--- src/rtl/uvs_pkg.sv ---
package uvs_pkg;

  localparam int STACK_MAX = 256;
  localparam int SLICE_MAX = 256;
  localparam int CNT_W = 9;
  localparam int IDX_W = 8;

  localparam logic CFG_STACK = 1'b0;
  localparam logic CFG_SLICE = 1'b1;

  localparam logic [2:0] VTX_FIRST = 3'd0;
  localparam logic [2:0] VTX_LAST = 3'd5;

  localparam int DIV_STAGES = 7;
  localparam int DIV_STEP = 3;
  localparam int SC_STAGES = 10;

  localparam logic [30:0] ONE_Q30 = 31'h4000_0000;
  localparam logic [30:0] TWO_PI_Q28 = 31'd1686629713;

  localparam logic [63:0] RCP_42 = ((64'd1 << 36) + 64'd41) / 64'd42;
  localparam logic [63:0] RCP_56 = ((64'd1 << 36) + 64'd55) / 64'd56;
  localparam logic [63:0] RCP_20 = ((64'd1 << 35) + 64'd19) / 64'd20;
  localparam logic [63:0] RCP_30 = ((64'd1 << 35) + 64'd29) / 64'd30;
  localparam logic [63:0] RCP_6 = ((64'd1 << 33) + 64'd5) / 64'd6;
  localparam logic [63:0] RCP_12 = ((64'd1 << 34) + 64'd11) / 64'd12;

  typedef struct packed {
    logic [9:0]  rem;
    logic [20:0] low;
    logic [20:0] quo;
  } div_st_t;

  typedef struct packed {
    logic [1:0] quad;
    logic       swp;
  } sc_meta_t;

  function automatic div_st_t div_step(div_st_t st, logic [9:0] den);
    logic [10:0] t;
    div_st_t s;
    s = st;
    for (int b = 0; b < DIV_STEP; b++) begin
      t = {s.rem, s.low[20]};
      s.low = {s.low[19:0], 1'b0};
      if (t >= {1'b0, den}) begin
        s.rem = 10'(t - {1'b0, den});
        s.quo = {s.quo[19:0], 1'b1};
      end else begin
        s.rem = t[9:0];
        s.quo = {s.quo[19:0], 1'b0};
      end
    end
    return s;
  endfunction

  // floor(n / d) through a rounded-up reciprocal, exact for n below 2^30
  function automatic logic [29:0] cdiv(logic [29:0] n, logic [63:0] rcp, int sh);
    logic [60:0] p;
    p = n * rcp[30:0];
    return 30'(p >> sh);
  endfunction

  function automatic logic [29:0] mulq(logic [29:0] a, logic [30:0] b);
    logic [60:0] p;
    p = a * b;
    return 30'(p >> 30);
  endfunction

  function automatic logic [15:0] rnd16(logic signed [62:0] v, int sh);
    logic [62:0] mag;
    logic [62:0] r;
    mag = v[62] ? 63'(-v) : 63'(v);
    r = (mag + (63'd1 << (sh - 1))) >> sh;
    return v[62] ? (16'd0 - r[15:0]) : r[15:0];
  endfunction

endpackage

--- src/rtl/uvs_div.sv ---
module uvs_div
  import uvs_pkg::*;
(
  input  logic        clk,
  input  logic        en,
  input  logic [28:0] dividend,
  input  logic [9:0]  divisor,
  output logic [20:0] quotient
);

  div_st_t    st  [DIV_STAGES];
  logic [9:0] den [DIV_STAGES-1];

  always_ff @(posedge clk) begin
    if (en) begin
      st[0] <= div_step(div_st_t'{rem: {2'b00, dividend[28:21]}, low: dividend[20:0],
                                  quo: 21'd0}, divisor);
      den[0] <= divisor;
      for (int n = 1; n < DIV_STAGES; n++) begin
        st[n] <= div_step(st[n-1], den[n-1]);
      end
      for (int n = 1; n < DIV_STAGES - 1; n++) begin
        den[n] <= den[n-1];
      end
    end
  end

  assign quotient = st[DIV_STAGES-1].quo;

endmodule

--- config.mk ---
export PLATFORM = sky130hd
export DESIGN_NAME = uvs_div
export DESIGN_NICKNAME = d
export VERILOG_FILES = /design/src/rtl/uvs_pkg.sv /design/src/rtl/uvs_div.sv
export SDC_FILE = /design/constraint.sdc
export NUM_CORES = 1
export LEC_CHECK = 0
export BUFFER_PORTS_ARGS = -buffer_cell sky130_fd_sc_hd__buf_2
export CELL_PAD_IN_SITES_DETAIL_PLACEMENT = 1
export CELL_PAD_IN_SITES_GLOBAL_PLACEMENT = 1
export CORE_ASPECT_RATIO = 0.75
export CORE_MARGIN = 4
export CORE_UTILIZATION = 52
export DETAILED_ROUTE_END_ITERATION = 10
export PLACE_DENSITY_LB_ADDON = 0.15
export SYNTH_ARGS = -nofsm -noshare
export SYNTH_HDL_FRONTEND = slang
export SYNTH_SLANG_ARGS = --single-unit
--- constraint.sdc ---
create_clock -name clk -period 8.05 [get_ports clk]
set_input_delay 1.2075 -clock clk [delete_from_list [all_inputs] [get_ports clk]]
set_output_delay 1.2075 -clock clk [all_outputs]
set_load 0.005 [all_outputs]
---- After elaboration in Yosys (flattened, before gate mapping) ----
Memories as Yosys holds them, arrays and structs flattened.
Index checks and enable logic that the tools add are counted.
word-level totals
  RAM bits ................................ 403
  output and inout port bits .............. 21
  input bits .............................. 41
  logic and storage cells ................. 116
  memories ................................ 2
  register bits ........................... 0
memory list
  memory  words  width  read ports  clocked after memory_dff  wr ports  RTL line       RTL
  st      7      49     7           0                         7         uvs_div.sv:11  div_st_t st [DIV_STAGES];
  den     6      10     6           0                         6         uvs_div.sv:12  logic [9:0] den [DIV_STAGES-1];
cells by class
  mux-type cells .......................... 72
  order comparisons ....................... 21
  add/sub/neg operators ................... 21
operators with widths
  cell            count
  $mux 10         42
  $ge 11x10->1    20
  $sub 10x10->10  20
  $mux 21         7
  $mux 1          23
  $ge 9x10->1     1
  $sub 9x10->10   1

---- Logic depth before layout (Yosys ltp) ----
An unclocked memory read counts as a cell.
  depth after elaboration ................. 10
  depth in mapped cells ................... 34
  mapped depth without buffers ............ 31

---- Worst setup path after synthesis ----
No wires, ideal clock.
  path kind ............................... input to register
  start point ............................. input dividend[20]
  end point ............................... memory st[0][41] in the netlist's numbering, data pin
  slack ................................... 0.836 ns
  arrival time ............................ 6.954 ns
  library setup time ...................... 0.260 ns
  buffers on the path ..................... 2
  data required time ...................... 7.790 ns
  cell stages on the path ................. 32
  cell sequence ........................... inv_1 -> ha_1 -> inv_1 -> fa_1 -> nand3_1 -> a21oi_1 -> o31a_1 -> o21ai_0 -> a21oi_2 -> mux2_2 -> inv_1 -> ha_1 -> nor2b_1 -> o2111ai_1 -> nand3_1 -> a41o_1 -> a21oi_1 -> buf_2 -> nor2_1 -> a21oi_1 -> inv_1 -> ha_1 -> nor2b_1 -> o21ai_0 -> a21boi_0 -> o21ai_0 -> a21oi_1 -> a31oi_1 -> nand2b_1 -> nor2b_1 -> buf_2 -> mux2_2
RTL lines
  what         RTL line       RTL
  from (decl)  uvs_div.sv:6   input logic [28:0] dividend,
  to (decl)    uvs_div.sv:11

==> results.md <==
* Status: complete, no violations
* Clock Path Buffers at 3
* Crit path largest cell delay at 480 ps
* Fin Clk Skew at 32.1 ps
* Highest-delay cell along the critical path: o41ai_2
* Die Area at 39800 µm²
* Mux cell area share after synthesis at 0.0756
* DRT iter0 DRCs at 992
* PnR worst setup slack at 284 ps
* Synth Instances at 1734
* Xor-xnor portion of the synthesized cell area at 0.0602
* Cell variety after synth at 79
* Worst path required time at 8360 ps
* Post-synthesis sequential area ratio at 0.421
* Mean post-synth cell area at 11.0 µm²
* Gpl congestion at 0.902
* Max_cap viols at 0
* Clock Sinks at 267
* Vias post-DR at 13900
* Placed inst area at 20000 µm²
* Dpl hpwl at 38.4 mm
* Final setup viols at 0
* Detailed Route WL at 50.3 mm
* CTS Buf Count at 29
* Largest net degree at the start of global routing at 181
* Layout filler cell count at 3802
* CP max FO at 13
* Cell Area, Synth at 19100 µm²
* Util after Layout at 0.586
* ANT cells at 0
* Final layout net count at 2102
* Share of cells above drive strength 1 at 0.143
* CTS clk-pin slew, worst paths at 80 ps
* Synth Warn # at 0
* CTS Hold Buffers Added at 0
* Via-per-instance ratio at 5.99
* Max_slew headroom at 0.315
* Post-synth EDFFs at 267
* Number of synthesized register bits at 267
* Ys async rst share at 0
* Largest family of logic cells by synthesized area: adder cells
* IO buf count at 61
* Adder-Cell Fraction of Synth Area at 0.158
* Synth Area in Compound Gates at 0.147
* R2R cell count at 31
* Critical Path End Type: register
* Drt drc at 0
* Root Buffer: clkbuf_16
* Final Hold Viols at 0
* Ports at 62
* Arrival time at the worst endpoint at 8070 ps
* Hold path depth at 0
* Routed Antenna Nets at 0
* Rows at 60
* R2r startpoint: den[4][4]$_DFFE_PP_
* Syn nets at 2004
* CP Launch Type: register
* Core Region at 36000 µm²
* CTS tree: yes
* Overall die height at 174 µm
* Worst-margin pin slew at 1030 ps
* Die Wd at 229 µm
* Dpl ws at 64.5 ps
* Vias in the first global route at 14300
* Minimum clock period at 7770 ps
* First-pass GRT wire length at 79.5 mm
* Simple-gate portion of the synthesized area at 0.0994
* Slew Limit Fails at 0
* Initial Util at 0.529
* Ys flop type: edfxtp_1
* Minimum hold slack at 402 ps
* Crit Path Class: reg2reg
* CP startpoint: den[4][4]$_DFFE_PP_
* Final instance area at 21100 µm²
* Routed WL per cell at 21.7 µm
* Hold Crit Class: reg2reg
* Final period utilization at 0.965
* Fmax at 129 MHz
* Clock Latency Late Sink at 590 ps
* Area of the multi-input gates at 10400 µm²
* Grt ovf at 0
* H-tree depth at 1
* HP Start: st[5][9]$_DFFE_PP_
* Drt pass-1 iters at 5
* Storage element area at 8020 µm²
* Antenna violations before repair at 0
* Gr usage total at 0.248
* Layout overhead on the synthesized area at 10.8%
synth_stat cells (6+ instances only):
cell type  instances  area (µm²)
mux2_4            10         150
nor3_1            30         150
a221oi_1           9        78.8
fa_1              20         400
or2_2              6        37.5
clkbuf_1          10        37.5
nand3_1           32         160
o21a_1            32         240
xnor2_1           93         815
mux2i_1           31         310
o31ai_1            7        52.6
mux2_2            82         923
nand2_1           60         225
a41o_1             6        60.1
o31a_1             9        78.8
a21oi_1           95         475
inv_1            166         623
o22ai_1            7        43.8
o221ai_1           7        61.3
o21ai_0           89         445
a211oi_1          11        82.6
nand4_1           31         194
nand2b_1          29         181
a21o_1            61         458
o21bai_1           8        60.1
ha_1             209        2620
a31oi_1           12        75.1
or3_1              6        37.5
nor2_1           104         390
edfxtp_1         267        8020
xor2_1            38         333
a21boi_0           7        52.6
buf_2              8        40.0
and3_1             8        50.1
o211ai_1           9        67.6
nor2b_1           42         263
final timing paths:
kind                         end  slack (ps)
min reg2reg  st[6][12]$_DFFE_PP_         400
max          st[5][43]$_DFFE_PP_         280
min          st[6][12]$_DFFE_PP_         400
max reg2reg  st[5][43]$_DFFE_PP_         280
what timing repair did:
action,CTS,global route
gates cloned,0,0
buffers inserted,0,9
pin swaps,0,3
endpoints found under the setup margin,8,42
gates resized for setup,1,13
through the flow:
| step | setup TNS [ps] | instances |
|---|---|---|
| 6_report | 0 | 2319 |
| 5_1_grt | -102 | 2319 |
| 4_1_cts | 0 | 2310 |
| 3_5_place_dp | 0 | 2257 |
| 3_3_place_gp | 0 | 2257 |
| 2_1_floorplan | 0 | 1734 |
layer usage:
| layer | global-route usage | routed length [µm] |
|---|---|---|
| met3 | 0.0299 | 2310 |
| met2 | 0.373 | 21500 |
| met4 | 0.0438 | 806 |
| met5 | 0 | 0 |
| met1 | 0.390 | 25600 |
final cells by class:
class                           count  share of cell area
Sequential cell                   267               0.380
Inverter                          167              0.0297
Clock inverter                     21              0.0117
Clock buffer                       32              0.0349
Tap cell                          465              0.0276
Timing Repair Buffer               90              0.0262
Multi-Input combinational cell   1277               0.490
worst max-delay path, delay by kind of cell, from the launching register on:
| family | cells | cell delay (ps) |
|---|---|---|
| buffers and inverters | 4 | 640 |
| adders and majority gates | 3 | 1070 |
| and+or+nand+nor | 5 | 930 |
| muxes | 2 | 750 |
| AOI/OAI and AO/OA | 17 | 3660 |
| DFF | 1 | 430 |
layout by cell type (no fill, tap or decap), drive strengths merged, types with 8 or more instances in the layout:
cell    instances
and3            8
o21a           32
a211oi         11
o31ai           8
clkbuf         32
nor3           31
o31a            9
o221ai          8
clkinv         10
xor2           38
xnor2          93
a21oi          98
o21bai          8
a221oi         10
nor2          104
mux2i          31
nand2b         29
a21o           61
nand4          31
edfxtp        267
o211ai         10
nand3          32
fa             20
ha            209
o21ai          91
nand2          61
nor2b          42
mux2           97
buf            90
inv           171
a31oi          13
state kept, by name, indices dropped and copies added (netlist names):
signal / flops
st: 207
den: 60
cell families (layout without fill, tap and decap cells):
group,Yosys count,after routing
flip-flops,267,267
XOR/XNOR,131,131
AO/OA/AOI/OAI,415,415
multiplexers,128,128
AND/OR/NAND/NOR,374,374
buffers and inverters,190,310
adder cells (fa/ha/maj),229,229
Power is left out: the tool's default activity adds up to more than one toggle a clock period on the data nets, which glitch-free logic cannot reach.
